## config.mk

```make
export PLATFORM = sky130hd
export DESIGN_NAME = d2s_skid
export DESIGN_NICKNAME = d
export VERILOG_FILES = /design/src/rtl/d2s_pkg.sv /design/src/rtl/d2s_skid.sv
export SDC_FILE = /design/constraint.sdc
export NUM_CORES = 1
export LEC_CHECK = 0
export BUFFER_PORTS_ARGS = -buffer_cell sky130_fd_sc_hd__buf_4
export CORE_ASPECT_RATIO = 2
export CORE_MARGIN = 1.5
export CORE_UTILIZATION = 52
export DETAILED_ROUTE_END_ITERATION = 6
export PLACE_DENSITY = 0.87
export SYNTH_ARGS = -nofsm -noshare
export SYNTH_HDL_FRONTEND = slang
export SYNTH_SLANG_ARGS = --single-unit
export TNS_END_PERCENT = 50
```

## constraint.sdc

```tcl
create_clock -name clk -period 5.4 [get_ports clk]
set_clock_uncertainty 0.05 [all_clocks]
set_input_delay 0.27 -clock clk [delete_from_list [all_inputs] [get_ports clk]]
set_output_delay 0.27 -clock clk [all_outputs]
set_load 0.05 [all_outputs]
```

## src/rtl/d2s_pkg.sv

```systemverilog
// Shared widths, register codes, record types and reciprocal tables for the DepthToSpace indexer.
`timescale 1ns / 1ps
package d2s_pkg;

  localparam int DEF_MAX_CHANNELS = 4096;
  localparam int DEF_MAX_HEIGHT   = 1024;
  localparam int DEF_MAX_WIDTH    = 1024;
  localparam int DEF_MAX_BATCH    = 256;
  localparam int DEF_MAX_BLOCK    = 8;

  localparam int BS_W        = 4;
  localparam int SQ_W        = 8;
  localparam int CIN_W       = 13;
  localparam int HIN_W       = 11;
  localparam int WIN_W       = 11;
  localparam int HOUT_W      = 15;
  localparam int WOUT_W      = 15;
  localparam int N_W         = 8;
  localparam int C_W         = 12;
  localparam int ROW_W       = 13;
  localparam int COL_W       = 13;
  localparam int Q_W         = 13;
  localparam int OFS_W       = 4;
  localparam int KK_W        = 8;
  localparam int IDX_W       = 40;
  localparam int RECIP_W     = 17;
  localparam int RECIP_SHIFT = 16;

  localparam int CFG_ADDR_W  = 3;
  localparam int CFG_DATA_W  = 13;
  localparam int IN_DATA_W   = 48;
  localparam int OUT_DATA_W  = 80;

  localparam logic [CFG_ADDR_W-1:0] REG_BLOCK_SIZE  = 3'd0;
  localparam logic [CFG_ADDR_W-1:0] REG_MODE_SELECT = 3'd1;
  localparam logic [CFG_ADDR_W-1:0] REG_IN_CHANNELS = 3'd2;
  localparam logic [CFG_ADDR_W-1:0] REG_IN_HEIGHT   = 3'd3;
  localparam logic [CFG_ADDR_W-1:0] REG_IN_WIDTH    = 3'd4;

  localparam logic MODE_DCR = 1'b0;
  localparam logic MODE_CRD = 1'b1;

  typedef struct packed {
    logic               mode;
    logic [BS_W-1:0]    bs;
    logic [SQ_W-1:0]    sq;
    logic [CIN_W-1:0]   cin;
    logic [HIN_W-1:0]   hin;
    logic [WIN_W-1:0]   win;
    logic [HOUT_W-1:0]  hout;
    logic [WOUT_W-1:0]  wout;
    logic [RECIP_W-1:0] rbs;
    logic [RECIP_W-1:0] rsq;
  } cfg_t;

  typedef struct packed {
    logic [N_W-1:0]   n;
    logic [C_W-1:0]   c;
    logic [ROW_W-1:0] h;
    logic [COL_W-1:0] w;
  } coord_t;

  typedef struct packed {
    logic             valid;
    coord_t           coord;
    logic [Q_W-1:0]   hi;
    logic [OFS_W-1:0] ho;
    logic [Q_W-1:0]   wi;
    logic [OFS_W-1:0] wo;
    logic [CIN_W-1:0] cout;
  } split_t;

  typedef struct packed {
    logic [IDX_W-1:0] src;
    logic [IDX_W-1:0] dst;
    logic             oor;
  } result_t;

  // floor(2^16 / bs)
  function automatic logic [RECIP_W-1:0] recip_bs(input logic [BS_W-1:0] bs);
    logic [RECIP_W-1:0] r;
    case (bs)
      4'd2:    r = 17'd32768;
      4'd3:    r = 17'd21845;
      4'd4:    r = 17'd16384;
      4'd5:    r = 17'd13107;
      4'd6:    r = 17'd10922;
      4'd7:    r = 17'd9362;
      4'd8:    r = 17'd8192;
      4'd9:    r = 17'd7281;
      4'd10:   r = 17'd6553;
      4'd11:   r = 17'd5957;
      4'd12:   r = 17'd5461;
      4'd13:   r = 17'd5041;
      4'd14:   r = 17'd4681;
      4'd15:   r = 17'd4369;
      default: r = 17'd65536;
    endcase
    return r;
  endfunction

  // floor(2^16 / (bs * bs))
  function automatic logic [RECIP_W-1:0] recip_sq(input logic [BS_W-1:0] bs);
    logic [RECIP_W-1:0] r;
    case (bs)
      4'd2:    r = 17'd16384;
      4'd3:    r = 17'd7281;
      4'd4:    r = 17'd4096;
      4'd5:    r = 17'd2621;
      4'd6:    r = 17'd1820;
      4'd7:    r = 17'd1337;
      4'd8:    r = 17'd1024;
      4'd9:    r = 17'd809;
      4'd10:   r = 17'd655;
      4'd11:   r = 17'd541;
      4'd12:   r = 17'd455;
      4'd13:   r = 17'd387;
      4'd14:   r = 17'd334;
      4'd15:   r = 17'd291;
      default: r = 17'd65536;
    endcase
    return r;
  endfunction

endpackage

```

## src/rtl/d2s_skid.sv

```systemverilog
// Output skid buffer: registered ready toward the pipeline, registered valid toward the sink.
`timescale 1ns / 1ps
module d2s_skid import d2s_pkg::*; (
  input  logic    clk,
  input  logic    rst,
  input  logic    in_valid,
  input  result_t in_data,
  output logic    ready,
  output logic    out_valid,
  output result_t out_data,
  input  logic    out_ready
);

  logic    skid_valid;
  result_t skid_data;
  logic    take, to_main;

  assign ready   = !skid_valid;
  assign take    = in_valid && ready;
  assign to_main = !out_valid || out_ready;

  always_ff @(posedge clk) begin
    if (rst) begin
      out_valid  <= 1'b0;
      skid_valid <= 1'b0;
    end else if (take) begin
      if (to_main) begin
        out_valid <= 1'b1;
      end else begin
        skid_valid <= 1'b1;
      end
    end else if (out_ready) begin
      out_valid  <= skid_valid;
      skid_valid <= 1'b0;
    end
  end

  always_ff @(posedge clk) begin
    if (take) begin
      if (to_main) begin
        out_data <= in_data;
      end else begin
        skid_data <= in_data;
      end
    end else if (out_ready && skid_valid) begin
      out_data <= skid_data;
    end
  end

endmodule

```

==> summary.txt <==
Critical path
  • Worst EP arrival: around 2.8 ns
  • R2r setup slk: 2.60 ns
  • Reg2reg start: skid_valid
  • Crit Path Class: reg2reg
  • Slowest CP cell: nor2_4
  • CP delay by family, top: simple AND/OR/NAND/NOR gates
  • CP Max Fanout: 53
  • WP depth: 3
  • Worst Path Buf+Inv: 1
  • Crit-path max cell delay: 0.82 ns
  • Crit path capture type: flip-flop
  • Worst setup path end: skid_data[60]
  • CP startpoint: skid_valid
  • CP Launch Type: flip-flop
  • CP Cell Sequence: nand2b_4, nor2_4, buf_4
  • Crit path required time: 5.39 ns
  • Reg-to-reg endpoint: skid_data[60]
  • R2R cell count: 3

Clock tree
  • Clock sink count: around 160
  • Root Buffer Master: clkbuf_16
  • Num CTS Buffers: 17
  • Insertion delay to the later sink of the worst-skew pair: 0.41 ns
  • H-Tree Depth: 4
  • CTS clk-pin slew, worst paths: 0.06 ns
  • TritonCTS clock tree: yes
  • Clock buffer depth: 2

Floorplanning
  • Die Wd: 80.8 um
  • I/O pin count: 168
  • Initial Util: 0.535
  • DIE AREA: 12,800 um2
  • Chip Height: 159 um
  • Row Count: 56
  • Core area: 11,800 um2

Synthesis
  • Post-synthesis cell count: 264
  • Most frequent cell after synthesis: edfxtp_1
  • Most used DFF post-synth: edfxtp_1
  • Syn_nets: 349
  • Synth Cell Area: 6300 um2
  • Cell taking the most area after synthesis: edfxtp_1
  • Seq/Total Area, Yosys: 0.779
  • Synth Register Bits: 164
  • Top cells by count, synth: edfxtp_1 (162), mux2_4 (68), mux2_2 (13)
  • Syn. warnings: 0
  • Top cells by area, synth: edfxtp_1 (77%), mux2_4 (16%), buf_12 (2.5%)
  • Cell variety after synth: 15
  • Mean Syn Cell Area: 23.9 um2
  • Share of the synthesized area in the top cell type: 0.772
  • Post-synth EDFFs: 162
  • Ys async rst share: 0

Layout
  • Area Overhead vs Synth: 42.7%
  • Nets@finish: between 600 and 700
  • Area occupied by multi-input gates: between 1000 and 1500 um2
  • Fill count: 640
  • Layout cells sized above 1: 0.527
  • FF+latch area: 4900 um2

Drt
  • 1st-pass router iterations: 4
  • Antenna Nets Post-Route: 0
  • Wirelength per Cell: between 15 and 20 um
  • Starting DRT DRC Count: between 200 and 250
  • Post-route DRC: 0
  • Drt total wl: 13.0 mm
  • Via count: 3,395
  • Drt via density: 4.96

STA
  • Hold Violations, Final: 0
  • Tmin final: 2.80 ns
  • Setup violators final: 0
  • Worst hold slack: roughly 0.19 ns
  • RSZ-0062 raised after global routing: no
  • Worst slew margin: 0.282
  • Final Slew Violations: 0
  • Max frequency: ~0.36 GHz
  • Final setup TNS: 0 ns
  • Final worst path period share: 0.518
  • Slew @ Worst Pin: 1.08 ns

Power and ir drop
  • Maximum VDD drop: 0.252 mV
  • PD cells: 345 nW/um2
  • Leak pwr: 3.59 nW

Global routing
  • Initial antenna violation count: 1
  • First-pass GRT wire length: 19.3 mm
  • All-layer global routing usage: 0.213
  • Vias in the first global route: approximately 3,600
  • GR Overflow Total: 0
  • Largest net degree at the start of global routing: 82

Worst hold path
  • Hold crit path type: in2reg
  • Beginning of the worst hold path: in_valid

Placement
  • IO buf count: 167
  • DPL Wire Length: 7.72 mm
  • Gpl congestion: 0.757

Job
  • Max Cap Violations: 0

Run status
  • Status: complete, no violations
worst register-to-register path, cell delays in order, from the launching register on:
cell      delay [ns]
dfxtp_1         0.36
nand2b_4        0.48
nor2_4          0.82
buf_4           0.69
metal layers:
layer  routed length, um  part of all wire  track usage  up-vias
met2                7160              0.55        0.360      133
li1                    -                 -            -     1576
met3                 661             0.051       0.0659       27
met1                4810              0.37        0.241     1659
met5                   0                 0            0        -
met4                 386             0.030        0.101        0
stage by stage:
stage                      util  area, um2  power [mW]  cells  setup slack, ns
after global placement    0.646       7600        1.93    569             2.67
after floorplan               -       6300        1.80    264            0.649
after global routing      0.764       8990        3.20    685             2.40
after CTS                 0.763       8990        3.11    684             2.55
after detailed placement  0.646       7600        1.94    569             2.55
final                     0.764       8990        3.10    685             2.60
report_power, final:
group	total, mW	internal (mW)	switching (mW)
Combinational	0.466	0.198	0.268
Sequential	1.50	1.48	0.0205
Clock	1.14	0.640	0.501
cells by family after synthesis:
kind of cell	share of synthesized area
AND/OR/NAND/NOR	0.00576
buffers and inverters	0.0272
AO/OA/AOI/OAI	0.00318
flip-flops	0.779
multiplexers	0.185
worst min path at each step:
| stage | endpoint | slack [ns] | cells past startpoint |
|---|---|---|---|
| after floorplan | out_valid | 0.29 | 1 |
| after global placement | out_valid | 0.39 | 2 |
| after detailed placement | out_valid | 0.39 | 2 |
| after CTS | skid_valid | 0.14 | 3 |
| after global routing | skid_valid | 0.24 | 3 |
| final | skid_valid | 0.19 | 3 |
repair_timing:
item	CTS	global route
setup buffers	0	0
hold buffers	83	0
gates resized for setup	0	0
endpoints found under the hold margin	83	0
state kept, by name, summed over array words and instances (netlist names):
signal / count
out_valid: 1
out_data: 81
skid_valid: 1
skid_data: 81
cell type report:
type | count | area share
Tap cell | 145 | 0.0202
Sequential cell | 164 | 0.546
Antenna cell | 1 | 0.000278
Timing Repair Buffer | 252 | 0.234
Clock inverter | 14 | 0.0142
Clock buffer | 18 | 0.0477
Inverter | 1 | 0.000418
Multi-Input combinational cell | 90 | 0.138
cell usage in the layout (no fill, tap or decap), drive strengths merged, types with 4 or more instances in the layout:
| cell type | Yosys | routed |
|---|---|---|
| clkinvlp | 0 | 4 |
| buf | 9 | 169 |
| inv | 1 | 6 |
| clkinv | 0 | 4 |
| dlygate4sd3 | 0 | 83 |
| edfxtp | 162 | 162 |
| mux2 | 81 | 81 |
| clkbuf | 0 | 18 |
Power figures use the tool's default switching activity.
