<file path="src/rtl/d2s_pkg.sv">
// Shared widths, register codes, record types and reciprocal tables for the DepthToSpace indexer.
`timescale 1ns / 1ps
package d2s_pkg;

  localparam int DEF_MAX_CHANNELS = 4096;
  localparam int DEF_MAX_HEIGHT   = 1024;
  localparam int DEF_MAX_WIDTH    = 1024;
  localparam int DEF_MAX_BATCH    = 256;
  localparam int DEF_MAX_BLOCK    = 8;

  localparam int BS_W        = 4;
  localparam int SQ_W        = 8;
  localparam int CIN_W       = 13;
  localparam int HIN_W       = 11;
  localparam int WIN_W       = 11;
  localparam int HOUT_W      = 15;
  localparam int WOUT_W      = 15;
  localparam int N_W         = 8;
  localparam int C_W         = 12;
  localparam int ROW_W       = 13;
  localparam int COL_W       = 13;
  localparam int Q_W         = 13;
  localparam int OFS_W       = 4;
  localparam int KK_W        = 8;
  localparam int IDX_W       = 40;
  localparam int RECIP_W     = 17;
  localparam int RECIP_SHIFT = 16;

  localparam int CFG_ADDR_W  = 3;
  localparam int CFG_DATA_W  = 13;
  localparam int IN_DATA_W   = 48;
  localparam int OUT_DATA_W  = 80;

  localparam logic [CFG_ADDR_W-1:0] REG_BLOCK_SIZE  = 3'd0;
  localparam logic [CFG_ADDR_W-1:0] REG_MODE_SELECT = 3'd1;
  localparam logic [CFG_ADDR_W-1:0] REG_IN_CHANNELS = 3'd2;
  localparam logic [CFG_ADDR_W-1:0] REG_IN_HEIGHT   = 3'd3;
  localparam logic [CFG_ADDR_W-1:0] REG_IN_WIDTH    = 3'd4;

  localparam logic MODE_DCR = 1'b0;
  localparam logic MODE_CRD = 1'b1;

  typedef struct packed {
    logic               mode;
    logic [BS_W-1:0]    bs;
    logic [SQ_W-1:0]    sq;
    logic [CIN_W-1:0]   cin;
    logic [HIN_W-1:0]   hin;
    logic [WIN_W-1:0]   win;
    logic [HOUT_W-1:0]  hout;
    logic [WOUT_W-1:0]  wout;
    logic [RECIP_W-1:0] rbs;
    logic [RECIP_W-1:0] rsq;
  } cfg_t;

  typedef struct packed {
    logic [N_W-1:0]   n;
    logic [C_W-1:0]   c;
    logic [ROW_W-1:0] h;
    logic [COL_W-1:0] w;
  } coord_t;

  typedef struct packed {
    logic             valid;
    coord_t           coord;
    logic [Q_W-1:0]   hi;
    logic [OFS_W-1:0] ho;
    logic [Q_W-1:0]   wi;
    logic [OFS_W-1:0] wo;
    logic [CIN_W-1:0] cout;
  } split_t;

  typedef struct packed {
    logic [IDX_W-1:0] src;
    logic [IDX_W-1:0] dst;
    logic             oor;
  } result_t;

  // floor(2^16 / bs)
  function automatic logic [RECIP_W-1:0] recip_bs(input logic [BS_W-1:0] bs);
    logic [RECIP_W-1:0] r;
    case (bs)
      4'd2:    r = 17'd32768;
      4'd3:    r = 17'd21845;
      4'd4:    r = 17'd16384;
      4'd5:    r = 17'd13107;
      4'd6:    r = 17'd10922;
      4'd7:    r = 17'd9362;
      4'd8:    r = 17'd8192;
      4'd9:    r = 17'd7281;
      4'd10:   r = 17'd6553;
      4'd11:   r = 17'd5957;
      4'd12:   r = 17'd5461;
      4'd13:   r = 17'd5041;
      4'd14:   r = 17'd4681;
      4'd15:   r = 17'd4369;
      default: r = 17'd65536;
    endcase
    return r;
  endfunction

  // floor(2^16 / (bs * bs))
  function automatic logic [RECIP_W-1:0] recip_sq(input logic [BS_W-1:0] bs);
    logic [RECIP_W-1:0] r;
    case (bs)
      4'd2:    r = 17'd16384;
      4'd3:    r = 17'd7281;
      4'd4:    r = 17'd4096;
      4'd5:    r = 17'd2621;
      4'd6:    r = 17'd1820;
      4'd7:    r = 17'd1337;
      4'd8:    r = 17'd1024;
      4'd9:    r = 17'd809;
      4'd10:   r = 17'd655;
      4'd11:   r = 17'd541;
      4'd12:   r = 17'd455;
      4'd13:   r = 17'd387;
      4'd14:   r = 17'd334;
      4'd15:   r = 17'd291;
      default: r = 17'd65536;
    endcase
    return r;
  endfunction

endpackage

</file>
<file path="src/rtl/d2s_split.sv">
// Front stages: capture the coordinate, split row and column by the block size, derive C_out.
`timescale 1ns / 1ps
module d2s_split import d2s_pkg::*; (
  input  logic   clk,
  input  logic   rst,
  input  logic   adv,
  input  logic   in_valid,
  input  coord_t in_coord,
  input  cfg_t   cfg,
  output split_t out
);

  localparam int PR_W = ROW_W + RECIP_W;
  localparam int PC_W = CIN_W + RECIP_W;
  localparam int MB_W = Q_W + BS_W;
  localparam int MS_W = Q_W + SQ_W;

  // stage 1: captured coordinate
  logic   v1;
  coord_t c1;

  // stage 2: quotient estimates (true value or one less)
  logic           v2;
  coord_t         c2;
  logic [Q_W-1:0] qh2, qw2, qc2;

  // stage 3: estimates times divisor
  logic           v3;
  coord_t         c3;
  logic [Q_W-1:0] qh3, qw3, qc3;
  logic [Q_W-1:0] ph3, pw3, pc3;

  logic [PR_W-1:0] mh, mw;
  logic [PC_W-1:0] mc;
  logic [MB_W-1:0] bh, bw;
  logic [MS_W-1:0] bc;

  assign mh = PR_W'(c1.h) * PR_W'(cfg.rbs);
  assign mw = PR_W'(c1.w) * PR_W'(cfg.rbs);
  assign mc = PC_W'(cfg.cin) * PC_W'(cfg.rsq);

  assign bh = MB_W'(qh2) * MB_W'(cfg.bs);
  assign bw = MB_W'(qw2) * MB_W'(cfg.bs);
  assign bc = MS_W'(qc2) * MS_W'(cfg.sq);

  // stage 4: one correction step gives exact quotient and remainder
  split_t nxt;
  logic [ROW_W-1:0] rh;
  logic [COL_W-1:0] rw;
  logic [CIN_W-1:0] rc;
  logic             fh, fw, fc;

  always_comb begin
    rh = c3.h - ph3;
    rw = c3.w - pw3;
    rc = cfg.cin - pc3;
    fh = rh >= ROW_W'(cfg.bs);
    fw = rw >= COL_W'(cfg.bs);
    fc = rc >= CIN_W'(cfg.sq);
    nxt.valid = v3;
    nxt.coord = c3;
    nxt.hi    = qh3 + Q_W'(fh);
    nxt.wi    = qw3 + Q_W'(fw);
    nxt.ho    = fh ? OFS_W'(rh - ROW_W'(cfg.bs)) : OFS_W'(rh);
    nxt.wo    = fw ? OFS_W'(rw - COL_W'(cfg.bs)) : OFS_W'(rw);
    nxt.cout  = qc3 + CIN_W'(fc);
  end

  always_ff @(posedge clk) begin
    if (adv) begin
      c1       <= in_coord;
      c2       <= c1;
      qh2      <= mh[RECIP_SHIFT +: Q_W];
      qw2      <= mw[RECIP_SHIFT +: Q_W];
      qc2      <= mc[RECIP_SHIFT +: Q_W];
      c3       <= c2;
      qh3      <= qh2;
      qw3      <= qw2;
      qc3      <= qc2;
      ph3      <= bh[Q_W-1:0];
      pw3      <= bw[Q_W-1:0];
      pc3      <= bc[Q_W-1:0];
      out.coord <= nxt.coord;
      out.hi    <= nxt.hi;
      out.ho    <= nxt.ho;
      out.wi    <= nxt.wi;
      out.wo    <= nxt.wo;
      out.cout  <= nxt.cout;
    end
    if (rst) begin
      v1        <= 1'b0;
      v2        <= 1'b0;
      v3        <= 1'b0;
      out.valid <= 1'b0;
    end else if (adv) begin
      v1        <= in_valid;
      v2        <= v1;
      v3        <= v2;
      out.valid <= nxt.valid;
    end
  end

endmodule

</file>
<file path="config.mk">
export PLATFORM = sky130hd
export DESIGN_NAME = d2s_split
export DESIGN_NICKNAME = d
export VERILOG_FILES = /design/src/rtl/d2s_pkg.sv /design/src/rtl/d2s_split.sv
export SDC_FILE = /design/constraint.sdc
export NUM_CORES = 2
export LEC_CHECK = 0
export ABC_CLOCK_PERIOD_IN_PS = 17300
export BUFFER_PORTS_ARGS = -buffer_cell sky130_fd_sc_hd__buf_2
export CORE_MARGIN = 5
export CORE_UTILIZATION = 40
export CTS_BUF_LIST = sky130_fd_sc_hd__clkbuf_16
export CTS_CLUSTER_SIZE = 14
export DETAILED_ROUTE_END_ITERATION = 10
export PLACE_DENSITY_LB_ADDON = 0.15
export SYNTH_ARGS = -nofsm -noshare
export SYNTH_HDL_FRONTEND = slang
export SYNTH_SLANG_ARGS = --single-unit
</file>
<file path="constraint.sdc">
create_clock -name clk -period 17.3 [get_ports clk]
set_input_delay 0 -clock clk [delete_from_list [all_inputs] [get_ports clk]]
set_output_delay 0 -clock clk [all_outputs]
set_load 0.02 [all_outputs]
</file>
==> flow_summary.json <==
{
  "status": "completed",
  "final_hold_viol_count": 0,
  "holdPathStages": 1,
  "post_drt_wl_per_cell_um": 17.2,
  "synth_nets": 4569,
  "grt_usage_pct": 17.9,
  "grt_pass1_vias": 25400,
  "ys_seq_area_share_pct": 28.3,
  "finalCritPeriodShare_pct": 39.4,
  "first_iter_violations": 1083,
  "coreArea_um2": 91900,
  "clockBufferDepth": 3,
  "final.setup.tns_ns": 0,
  "fmax_mhz": 147,
  "crit_chain": "and2_1, fa_1, inv_1, fa_1, inv_1, fa_1, fa_1, inv_1, fa_1, inv_1, ha_1, nand4_1, nor4_1, a221oi_1, a21oi_1, a41oi_2, o21ai_1, o21a_1, nor2_1, xnor2_1",
  "antenna_found_initial": 1,
  "viasPerCell": 4.78,
  "cpMostUsedCell": "fa_1",
  "fin_util_pct": 44.9,
  "internal_power_mw": 4.25,
  "maxCapViolCount": 0,
  "layout.cells.non_filler": 5006,
  "drive_above_1_share_pct": 7.90,
  "fin_worst_skew_ns": 0.0205,
  "drt_first_pass_iters": 5,
  "max_slew_margin_pct": 33.0,
  "seqPwrFrac_pct": 20.5,
  "start_util_pct": 40.4,
  "placed_cells": 4880,
  "synth_top_family_by_area": "adder cells",
  "synthMuxAreaShare_pct": 0.458,
  "synth.distinct_cells": 61,
  "yosys.area_share.simple_pct": 13.4,
  "final_common_cell": "inv_1",
  "holdCritPathClass": "primary input to flop",
  "leakage_nw": 19.5,
  "port-buffer-count": 202,
  "yosysWarningCount": 0,
  "overflow": 0,
  "nets": 4773,
  "power.share.clock_pct": 10.4,
  "fin_crit_ns": 6.81,
  "slowest_stage": "edfxtp_1",
  "numClockSinks": 352,
  "placed_area_um2": 39500,
  "crit_fanout": 18,
  "slowest_delay_ns": 0.77,
  "fin_area_um2": 41300,
  "synth_edf_count": 348,
  "area_delta_synth_final_pct": 11.0,
  "die-width_um": 315,
  "cp_data_required_time_ns": 17.56,
  "min_from": "adv",
  "synthesis.area_um2": 37200,
  "switching_share_pct": 45.5,
  "dp_hpwl_um": 63900,
  "pwr-share-comb_pct": 69.1,
  "powerDensity_nw_per_um2": 189,
  "tritoncts": "built",
  "ys_seq_elements": 352,
  "worstSetupEndpointType": "flop",
  "most-common-layout-cells": "inv_1, fa_1, nand2_1",
  "rsz0062_at_grt": "no",
  "postRouteAntennaNets": 0,
  "core.rowCount": 111,
  "h-tree-depth": 2,
  "numCtsBuffers": 40,
  "synthCells": 3524,
  "synthFlopType": "edfxtp_1",
  "max_slew.worst_pin.slew_ns": 1.00,
  "cp_data_arrival_time_ns": 7.08,
  "clk_pin_slew_ns": 0.06,
  "report.final.slew_viol_count": 0,
  "grt_max_degree": 133,
  "num_vias": 23900,
  "remaining_drc_errors": 0,
  "r2r-start": "c1[14]",
  "synth_fa_ha_area_share_pct": 41.3,
  "postCtsSetupRepairBufs": 0,
  "cts-root-buf": "clkbuf_16",
  "io_pins": 256,
  "avgSynthCellArea_um2": 10.5,
  "async_flop_share_pct": 0,
  "synth_xor_area_share_pct": 3.60,
  "reg2reg_depth": 20,
  "max-vdd-ir-drop_mv": 0.165,
  "switching_power_mw": 3.54,
  "crit_type": "flop to flop",
  "finalSetupViolations": 0,
  "wirelength_um": 86100,
  "r2r_slack_ns": 10.49,
  "critPathLaunch": "c1[14]",
  "synth_compound_area_share_pct": 3.89,
  "crit_path_start_kind": "flop",
  "place_congestion": 0.787,
  "insertion_delay_ns": 0.56,
  "fp.dieArea_um2": 99100,
  "grt_pass1_wl_um": 140000,
  "fp.dieH_um": 315
}
## per-stage QoR
stage / setup WS (ns) / power (mW) / hold WS (ns)
2_1_floorplan: 11.74 / 5.68 / 0.0724
3_3_place_gp: 10.58 / 6.98 / 0.176
3_5_place_dp: 10.57 / 7.00 / 0.178
4_1_cts: 10.52 / 7.90 / 0.0766
5_1_grt: 10.03 / 8.78 / 0.0980
6_report: 10.49 / 7.78 / 0.0658
## sequential cells by signal (all words and copies together), names as in the netlist
name / cells
pc3: 13
pw3: 13
qc3: 13
v3: 1
c3: 46
out: 94
c2: 46
ph3: 13
qh2: 13
v1: 1
qw2: 13
v2: 1
c1: 46
qh3: 13
qc2: 13
qw3: 13
## power by group through the flow
stage               logic (mW)  registers (mW)  clock network [mW]
finish                    5.38            1.60               0.809
global placement          5.37            1.62                   0
global route              6.28            1.62               0.876
floorplan                 4.11            1.57                   0
CTS                       5.46            1.60               0.840
detailed placement        5.39            1.62                   0
## cell families (layout without fill, tap and decap cells)
logic type	Yosys count	in the layout
fa+ha+maj	883	883
simple gates	1011	1011
other cells	0	3
flops	352	352
mux	16	16
compound gates	223	223
buf+inv	886	1122
xor+xnor	153	153
## final cells by class
class	count	area (um2)
diodes	3	7.51
clock buffers	40	1000
clock inverters	34	268
fillers	8967	50700
inverters	775	2910
multi-input cells	2286	23300
flip-flops and latches	352	10500
well taps	1243	1560
repair buffers	273	1680
## repair_timing
item,CTS,global route
hold buffers,49,0
setup endpoints to repair,0,0
hold endpoints to repair,51,0
resized for setup,0,0
## worst max-delay path, delay by kind of cell, from the launching register on
kind / cells / cell delay [ns]
AOI/OAI and AO/OA: 5 / 1.34
and+or+nand+nor: 4 / 0.89
xor gates and xnor gates: 1 / 0.51
adders and majority gates: 6 / 2.82
buffers and inverters: 4 / 0.19
DFF: 1 / 0.77
## routing by layer
layer	GRT usage [%]	wire (um)	up-vias
met5	0	0	-
met3	2.55	4000	89
met2	29.9	40600	416
li1	-	-	11200
met4	3.49	1480	0
met1	25.2	40000	12200
## path summary, 6_finish.rpt
check | to
max | qh2[10]
min | out[82]
max reg2reg | qh2[10]
min reg2reg | c3[2]
## cells in the mapped netlist (all sizes together), types with 34 or more instances
master,number,area share (%)
inv,775,7.8
fa,574,31
nand2,476,4.8
and2,380,6.4
edfxtp,348,28
ha,309,10
xnor2,111,2.6
clkbuf,109,1.1
a21oi,79,1.1
nor2,45,0.45
xor2,42,0.99
o21ai,34,0.46
Note: power is estimated with default switching activity, not from simulation.
