==> src/rtl/d2s_pkg.sv <==
// Shared widths, register codes, record types and reciprocal tables for the DepthToSpace indexer.
`timescale 1ns / 1ps
package d2s_pkg;

  localparam int DEF_MAX_CHANNELS = 4096;
  localparam int DEF_MAX_HEIGHT   = 1024;
  localparam int DEF_MAX_WIDTH    = 1024;
  localparam int DEF_MAX_BATCH    = 256;
  localparam int DEF_MAX_BLOCK    = 8;

  localparam int BS_W        = 4;
  localparam int SQ_W        = 8;
  localparam int CIN_W       = 13;
  localparam int HIN_W       = 11;
  localparam int WIN_W       = 11;
  localparam int HOUT_W      = 15;
  localparam int WOUT_W      = 15;
  localparam int N_W         = 8;
  localparam int C_W         = 12;
  localparam int ROW_W       = 13;
  localparam int COL_W       = 13;
  localparam int Q_W         = 13;
  localparam int OFS_W       = 4;
  localparam int KK_W        = 8;
  localparam int IDX_W       = 40;
  localparam int RECIP_W     = 17;
  localparam int RECIP_SHIFT = 16;

  localparam int CFG_ADDR_W  = 3;
  localparam int CFG_DATA_W  = 13;
  localparam int IN_DATA_W   = 48;
  localparam int OUT_DATA_W  = 80;

  localparam logic [CFG_ADDR_W-1:0] REG_BLOCK_SIZE  = 3'd0;
  localparam logic [CFG_ADDR_W-1:0] REG_MODE_SELECT = 3'd1;
  localparam logic [CFG_ADDR_W-1:0] REG_IN_CHANNELS = 3'd2;
  localparam logic [CFG_ADDR_W-1:0] REG_IN_HEIGHT   = 3'd3;
  localparam logic [CFG_ADDR_W-1:0] REG_IN_WIDTH    = 3'd4;

  localparam logic MODE_DCR = 1'b0;
  localparam logic MODE_CRD = 1'b1;

  typedef struct packed {
    logic               mode;
    logic [BS_W-1:0]    bs;
    logic [SQ_W-1:0]    sq;
    logic [CIN_W-1:0]   cin;
    logic [HIN_W-1:0]   hin;
    logic [WIN_W-1:0]   win;
    logic [HOUT_W-1:0]  hout;
    logic [WOUT_W-1:0]  wout;
    logic [RECIP_W-1:0] rbs;
    logic [RECIP_W-1:0] rsq;
  } cfg_t;

  typedef struct packed {
    logic [N_W-1:0]   n;
    logic [C_W-1:0]   c;
    logic [ROW_W-1:0] h;
    logic [COL_W-1:0] w;
  } coord_t;

  typedef struct packed {
    logic             valid;
    coord_t           coord;
    logic [Q_W-1:0]   hi;
    logic [OFS_W-1:0] ho;
    logic [Q_W-1:0]   wi;
    logic [OFS_W-1:0] wo;
    logic [CIN_W-1:0] cout;
  } split_t;

  typedef struct packed {
    logic [IDX_W-1:0] src;
    logic [IDX_W-1:0] dst;
    logic             oor;
  } result_t;

  // floor(2^16 / bs)
  function automatic logic [RECIP_W-1:0] recip_bs(input logic [BS_W-1:0] bs);
    logic [RECIP_W-1:0] r;
    case (bs)
      4'd2:    r = 17'd32768;
      4'd3:    r = 17'd21845;
      4'd4:    r = 17'd16384;
      4'd5:    r = 17'd13107;
      4'd6:    r = 17'd10922;
      4'd7:    r = 17'd9362;
      4'd8:    r = 17'd8192;
      4'd9:    r = 17'd7281;
      4'd10:   r = 17'd6553;
      4'd11:   r = 17'd5957;
      4'd12:   r = 17'd5461;
      4'd13:   r = 17'd5041;
      4'd14:   r = 17'd4681;
      4'd15:   r = 17'd4369;
      default: r = 17'd65536;
    endcase
    return r;
  endfunction

  // floor(2^16 / (bs * bs))
  function automatic logic [RECIP_W-1:0] recip_sq(input logic [BS_W-1:0] bs);
    logic [RECIP_W-1:0] r;
    case (bs)
      4'd2:    r = 17'd16384;
      4'd3:    r = 17'd7281;
      4'd4:    r = 17'd4096;
      4'd5:    r = 17'd2621;
      4'd6:    r = 17'd1820;
      4'd7:    r = 17'd1337;
      4'd8:    r = 17'd1024;
      4'd9:    r = 17'd809;
      4'd10:   r = 17'd655;
      4'd11:   r = 17'd541;
      4'd12:   r = 17'd455;
      4'd13:   r = 17'd387;
      4'd14:   r = 17'd334;
      4'd15:   r = 17'd291;
      default: r = 17'd65536;
    endcase
    return r;
  endfunction

endpackage

==> src/rtl/d2s_index.sv <==
// Back stages: range check, source channel and the two multiply-accumulate chains.
`timescale 1ns / 1ps
module d2s_index import d2s_pkg::*; #(
  parameter int MAX_BATCH = DEF_MAX_BATCH
) (
  input  logic    clk,
  input  logic    rst,
  input  logic    adv,
  input  split_t  in,
  input  cfg_t    cfg,
  output logic    res_valid,
  output result_t res
);

  localparam int NCIN_W = N_W + CIN_W;
  localparam int NCC_W  = NCIN_W + 1;
  localparam int CI_W   = C_W + SQ_W + 1;
  localparam int SB_W   = NCC_W + HIN_W + 1;

  // stage 5
  logic              v5, oor5;
  coord_t            c5;
  logic [Q_W-1:0]    hi5, wi5;
  logic [CIN_W-1:0]  cout5;
  logic [KK_W-1:0]   kk5;
  logic [NCIN_W-1:0] ncin5;
  logic [NCC_W-1:0]  ncc5;

  // stage 6
  logic              v6, oor6;
  logic [COL_W-1:0]  w6;
  logic [Q_W-1:0]    hi6, wi6;
  logic [NCIN_W-1:0] ncin6;
  logic [CIN_W-1:0]  ci6;
  logic [IDX_W-1:0]  dst6;

  // stage 7
  logic              v7, oor7;
  logic [Q_W-1:0]    hi7, wi7;
  logic [NCC_W-1:0]  sa7;
  logic [IDX_W-1:0]  dst7;

  // stage 8
  logic              v8, oor8;
  logic [Q_W-1:0]    wi8;
  logic [SB_W-1:0]   sb8;
  logic [IDX_W-1:0]  dst8;

  logic              oor_n;
  logic [CI_W-1:0]   ci_crd, ci_dcr;
  logic [IDX_W-1:0]  src_n;

  assign oor_n = (32'(in.coord.n) >= 32'(MAX_BATCH)) ||
                 (CIN_W'(in.coord.c) >= in.cout) ||
                 (HOUT_W'(in.coord.h) >= cfg.hout) ||
                 (WOUT_W'(in.coord.w) >= cfg.wout);

  assign ci_crd = CI_W'(c5.c) * CI_W'(cfg.sq) + CI_W'(kk5);
  assign ci_dcr = CI_W'(kk5) * CI_W'(cout5) + CI_W'(c5.c);
  assign src_n  = IDX_W'(sb8) * IDX_W'(cfg.win) + IDX_W'(wi8);

  always_ff @(posedge clk) begin
    if (rst) begin
      v5        <= 1'b0;
      v6        <= 1'b0;
      v7        <= 1'b0;
      v8        <= 1'b0;
      res_valid <= 1'b0;
    end else if (adv) begin
      v5        <= in.valid;
      v6        <= v5;
      v7        <= v6;
      v8        <= v7;
      res_valid <= v8;
    end
  end

  always_ff @(posedge clk) begin
    if (adv) begin
      oor5  <= oor_n;
      c5    <= in.coord;
      hi5   <= in.hi;
      wi5   <= in.wi;
      cout5 <= in.cout;
      kk5   <= KK_W'(in.ho) * KK_W'(cfg.bs) + KK_W'(in.wo);
      ncin5 <= NCIN_W'(in.coord.n) * NCIN_W'(cfg.cin);
      ncc5  <= NCC_W'(in.coord.n) * NCC_W'(in.cout) + NCC_W'(in.coord.c);

      oor6  <= oor5;
      w6    <= c5.w;
      hi6   <= hi5;
      wi6   <= wi5;
      ncin6 <= ncin5;
      ci6   <= (cfg.mode == MODE_CRD) ? ci_crd[CIN_W-1:0] : ci_dcr[CIN_W-1:0];
      dst6  <= IDX_W'(ncc5) * IDX_W'(cfg.hout) + IDX_W'(c5.h);

      oor7  <= oor6;
      hi7   <= hi6;
      wi7   <= wi6;
      sa7   <= NCC_W'(ncin6) + NCC_W'(ci6);
      dst7  <= dst6 * IDX_W'(cfg.wout) + IDX_W'(w6);

      oor8  <= oor7;
      wi8   <= wi7;
      sb8   <= SB_W'(sa7) * SB_W'(cfg.hin) + SB_W'(hi7);
      dst8  <= dst7;

      res.oor <= oor8;
      res.src <= oor8 ? '0 : src_n;
      res.dst <= oor8 ? '0 : dst8;
    end
  end

endmodule

==> config.mk <==
export PLATFORM = sky130hd
export DESIGN_NAME = d2s_index
export DESIGN_NICKNAME = d
export VERILOG_FILES = /design/src/rtl/d2s_pkg.sv /design/src/rtl/d2s_index.sv
export SDC_FILE = /design/constraint.sdc
export NUM_CORES = 2
export LEC_CHECK = 0
export ABC_AREA = 1
export ABC_CLOCK_PERIOD_IN_PS = 11100
export BUFFER_PORTS_ARGS = -buffer_cell sky130_fd_sc_hd__buf_2
export CORE_AREA = 2 2 449 451
export DETAILED_ROUTE_END_ITERATION = 8
export DIE_AREA = 0 0 451 453
export PLACE_DENSITY = 0.56
export SLEW_MARGIN = 5
export SYNTH_ARGS = -nofsm -noshare
export SYNTH_HDL_FRONTEND = slang
export SYNTH_SLANG_ARGS = --single-unit
==> constraint.sdc <==
create_clock -name clk -period 11.1 [get_ports clk]
set_input_delay 0.555 -clock clk [delete_from_list [all_inputs] [get_ports clk]]
set_output_delay 0.555 -clock clk [all_outputs]
set_load 0.05 [all_outputs]
==> impl_metrics.sql <==
INSERT INTO impl_metrics (metric_group, metric, value, unit) VALUES
('synth', 'synth-seq-cells', '504', ''),
('setup_path', 'cp_slowest_cell', 'sky130_fd_sc_hd__edfxtp_1', ''),
('timing', 'endpoints_failing_hold', '0', ''),
('clock_tree', 'clkSinkCount', '504', ''),
('drt', 'antenna_violating_nets_post_route', '0', ''),
('synth', 'postSynthNetCount', '11700', ''),
('drt', 'dr.first_iter.drc_count', '3581', ''),
('global_route', 'antenna_found_initial', '14', ''),
('timing', 'final.setup_skew', '0.0181', 'ns'),
('synth', 'synth_largest_type_area_fraction', '0.356', ''),
('drt', 'totalWireLength', '216000', 'um'),
('placement', 'preCtsSetupSlack', '4.19', 'ns'),
('clock_tree', 'cts_buffers', '67', ''),
('setup_path', 'worst_path_largest_cell_delay', '0.87', 'ns'),
('clock_tree', 'cts.root.buffer_cell', 'sky130_fd_sc_hd__clkbuf_16', ''),
('synth', 'synth_cells', '9477', ''),
('synth', 'yosysSeqAreaShare', '0.190', ''),
('placement', 'place_area', '82900', 'um^2'),
('timing', 'drv_slew', '0', ''),
('setup_path', 'cp-startpoint', 'ncc5[7]', ''),
('finish', 'final_nets', '11700', ''),
('global_route', 'via_count_of_the_first_global_routing_pass', '64200', ''),
('setup_path', 'end_kind', 'register', ''),
('synth', 'yosys.cell_types.count', '53', ''),
('min_path', 'min-delay-start', 'in[49]', ''),
('finish', 'num-fill-cells', '19900', ''),
('setup_path', 'worst_path_dominant_cell_family', 'adder cells', ''),
('drt', 'wl_met2', '105000', 'um'),
('drt', 'avgViaCountPerCell', '4.83', ''),
('setup_path', 'worst-path-buf-inv', '5', ''),
('timing', 'min_period', '6.44', 'ns'),
('finish', 'areaGrowthSynthToFinish', '7.32', '%'),
('drt', 'wl_per_cell', '17.7', 'um'),
('synth', 'synth_edf_count', '499', ''),
('placement', 'dp_hpwl', '172000', 'um'),
('finish', 'final_design_area_no_fill', '85300', 'um^2'),
('setup_path', 'worstReg2RegStart', 'ncc5[7]', ''),
('floorplan', 'core-area', '199000', 'um^2'),
('setup_path', 'crit_path_max_fanout', '15', ''),
('drt', 'dr_top_layer', 'met5', ''),
('timing', 'setup_tns', '0', 'ns'),
('global_route', 'grt_pass1_wl', '350000', 'um'),
('setup_path', 'worstPathRequired', '11.50', 'ns'),
('timing', 'rsz0062_at_grt', 'no', ''),
('timing', 'maxClockFrequency', '0.155', 'GHz'),
('setup_path', 'worst_path_arrival_time', '6.84', 'ns'),
('floorplan', 'die-height', '453', 'um'),
('timing', 'fin_crit_sh', '0.580', ''),
('timing', 'timing.final.setup_violations', '0', ''),
('finish', 'fraction_of_layout_instances_using_a_drive_strength_above_1', '0.0471', ''),
('setup_path', 'critPathLaunchType', 'register', ''),
('setup_path', 'crit_chain', 'nand2_1 -> fa_1 -> inv_1 -> fa_1 -> inv_1 -> fa_1 -> inv_1 -> fa_1 -> inv_1 -> fa_1 -> inv_1 -> fa_1 -> ha_1 -> a21oi_1 -> a21boi_0 -> o21ai_0 -> a21o_1 -> nand2_1 -> nand2_1 -> nand2_1 -> nand2_1', ''),
('drt', 'route.met3.wl', '12500', 'um'),
('global_route', 'grt_start_max_net_pins', '152', ''),
('synth', 'netlist_area', '79500', 'um^2'),
('floorplan', 'die_x', '451', 'um'),
('timing', 'post-route-worst-setup-slack', '4.66', 'ns'),
('placement', 'gpl.final_weighted_congestion', '0.933', ''),
('placement', 'numPortBuffers', '256', ''),
('setup_path', 'critPathMostFrequentCell', 'sky130_fd_sc_hd__fa_1', ''),
('synth', 'synth.top_cells.by_area', 'sky130_fd_sc_hd__fa_1 36%, sky130_fd_sc_hd__edfxtp_1 19%, sky130_fd_sc_hd__inv_1 13%', ''),
('drt', 'drt_drc_violations_left', '0', ''),
('floorplan', 'floorplan.initialDensity', '0.399', ''),
('clock_tree', 'cts_tree', 'yes', ''),
('clock_tree', 'cts.path.max_buffers', '3', ''),
('synth', 'async_reset_ff_frac', '0', ''),
('floorplan', 'dieArea', '204000', 'um^2'),
('run_status', 'status', 'finished, final reports clean', ''),
('drt', 'wl_met1', '90600', 'um'),
('setup_path', 'setup.worst_path.class', 'register to register', ''),
('synth', 'ys_dominant_reg_cell', 'sky130_fd_sc_hd__edfxtp_1', '');
-- flip-flops by register name (all words and copies together) (netlist names), 21 cells and up --
name	flops
dst8	40
dst6	38
sa7	22
ncin6	21
ncc5	22
dst7	40
sb8	34
res	81
ncin5	21
c5	38
-- path summary, 6_finish.rpt --
kind / endpoint / cells past startpoint / slack (ns)
max: dst6[34] / 21 / 4.66
min: c5[2] / 1 / 0.08
max reg2reg: dst6[34] / 21 / 4.66
min reg2reg: wi6[12] / 0 / 0.41
-- Yosys cell counts, types with 9 or more instances --
library cell / number
sky130_fd_sc_hd__o21a_1: 11
sky130_fd_sc_hd__nand2_1: 2497
sky130_fd_sc_hd__nand3b_1: 16
sky130_fd_sc_hd__o21ai_1: 17
sky130_fd_sc_hd__nor2_2: 15
sky130_fd_sc_hd__nor3_1: 36
sky130_fd_sc_hd__xor2_1: 131
sky130_fd_sc_hd__o21bai_1: 17
sky130_fd_sc_hd__buf_2: 23
sky130_fd_sc_hd__nand4_1: 31
sky130_fd_sc_hd__o21ai_2: 10
sky130_fd_sc_hd__edfxtp_1: 499
sky130_fd_sc_hd__nand3_1: 153
sky130_fd_sc_hd__inv_1: 2714
sky130_fd_sc_hd__nor2_1: 373
sky130_fd_sc_hd__xnor2_1: 44
sky130_fd_sc_hd__clkbuf_1: 313
sky130_fd_sc_hd__o21ai_0: 137
sky130_fd_sc_hd__o211ai_1: 9
sky130_fd_sc_hd__nor4_1: 11
sky130_fd_sc_hd__fa_1: 1413
sky130_fd_sc_hd__nand2_2: 19
sky130_fd_sc_hd__a21o_1: 30
sky130_fd_sc_hd__a21oi_1: 262
sky130_fd_sc_hd__ha_1: 591
sky130_fd_sc_hd__a31oi_1: 30
-- area by class of cell --
type / count / share of cell area
Antenna cell: 7 / 0.000205
Sequential cell: 504 / 0.177
Timing Repair Buffer: 288 / 0.0189
Clock buffer: 76 / 0.0200
Tap cell: 2656 / 0.0389
Multi-Input combinational cell: 5907 / 0.620
Inverter: 2720 / 0.120
Clock inverter: 45 / 0.00572
-- cells in the final DEF (no fill, tap or decap), types with 6 or more instances in the layout --
master and n:
sky130_fd_sc_hd__inv_1 2714, sky130_fd_sc_hd__nand2_1 2497, sky130_fd_sc_hd__fa_1 1413, sky130_fd_sc_hd__ha_1 591
sky130_fd_sc_hd__edfxtp_1 499, sky130_fd_sc_hd__nor2_1 373, sky130_fd_sc_hd__a21oi_1 262, sky130_fd_sc_hd__buf_2 255
sky130_fd_sc_hd__nand3_1 153, sky130_fd_sc_hd__o21ai_0 137, sky130_fd_sc_hd__xor2_1 131, sky130_fd_sc_hd__clkbuf_16 67
sky130_fd_sc_hd__xnor2_1 44, sky130_fd_sc_hd__nor3_1 36, sky130_fd_sc_hd__nand4_1 31, sky130_fd_sc_hd__a21o_1 30
sky130_fd_sc_hd__a31oi_1 30, sky130_fd_sc_hd__dlygate4sd3_1 22, sky130_fd_sc_hd__nand2_2 19, sky130_fd_sc_hd__o21bai_1 17
sky130_fd_sc_hd__o21ai_1 17, sky130_fd_sc_hd__nand3b_1 16, sky130_fd_sc_hd__nor2_2 15, sky130_fd_sc_hd__o21a_1 11
sky130_fd_sc_hd__nor4_1 11, sky130_fd_sc_hd__o21ai_2 10, sky130_fd_sc_hd__inv_6 10, sky130_fd_sc_hd__clkinv_2 10
sky130_fd_sc_hd__o211ai_1 9, sky130_fd_sc_hd__clkbuf_1 9, sky130_fd_sc_hd__buf_4 8, sky130_fd_sc_hd__diode_2 7
sky130_fd_sc_hd__a21oi_2 7, sky130_fd_sc_hd__clkinvlp_4 7, sky130_fd_sc_hd__nand3_2 6, sky130_fd_sc_hd__clkinv_1 6
-- per-layer routing --
| layer | vias up | track usage |
|---|---|---|
| met5 | - | 0 |
| met2 | 1576 | 0.378 |
| met3 | 328 | 0.0337 |
| met4 | 8 | 0.0726 |
| met1 | 29500 | 0.276 |
| li1 | 27600 | - |
-- kinds of logic after synthesis --
group,Yosys count,share of synthesized area
and+or+nand+nor,3171,0.157
buffers and inverters,3066,0.145
adders and majority gates,2004,0.449
AOI/OAI and AO/OA,556,0.0397
DFF,504,0.190
xor gates and xnor gates,175,0.0193
muxes,1,0.000126
-- repair_timing --
item                       in CTS  in global routing
hold buffers                   22                  0
buffers inserted                0                  0
setup endpoints to repair       0                  0
hold endpoints to repair       22                  0
-- stage by stage --
step           utilization  cells  hold slack (ns)
2_1_floorplan            -   9477            0.400
3_3_place_gp         0.416  12100            0.401
5_1_grt              0.428  12200           0.0273
3_5_place_dp         0.416  12100            0.405
6_report             0.428  12200           0.0768
4_1_cts              0.428  12200          0.00153
Power is not shown: default switching activity piles up to over one toggle a cycle in this logic, so the estimate is an artifact.
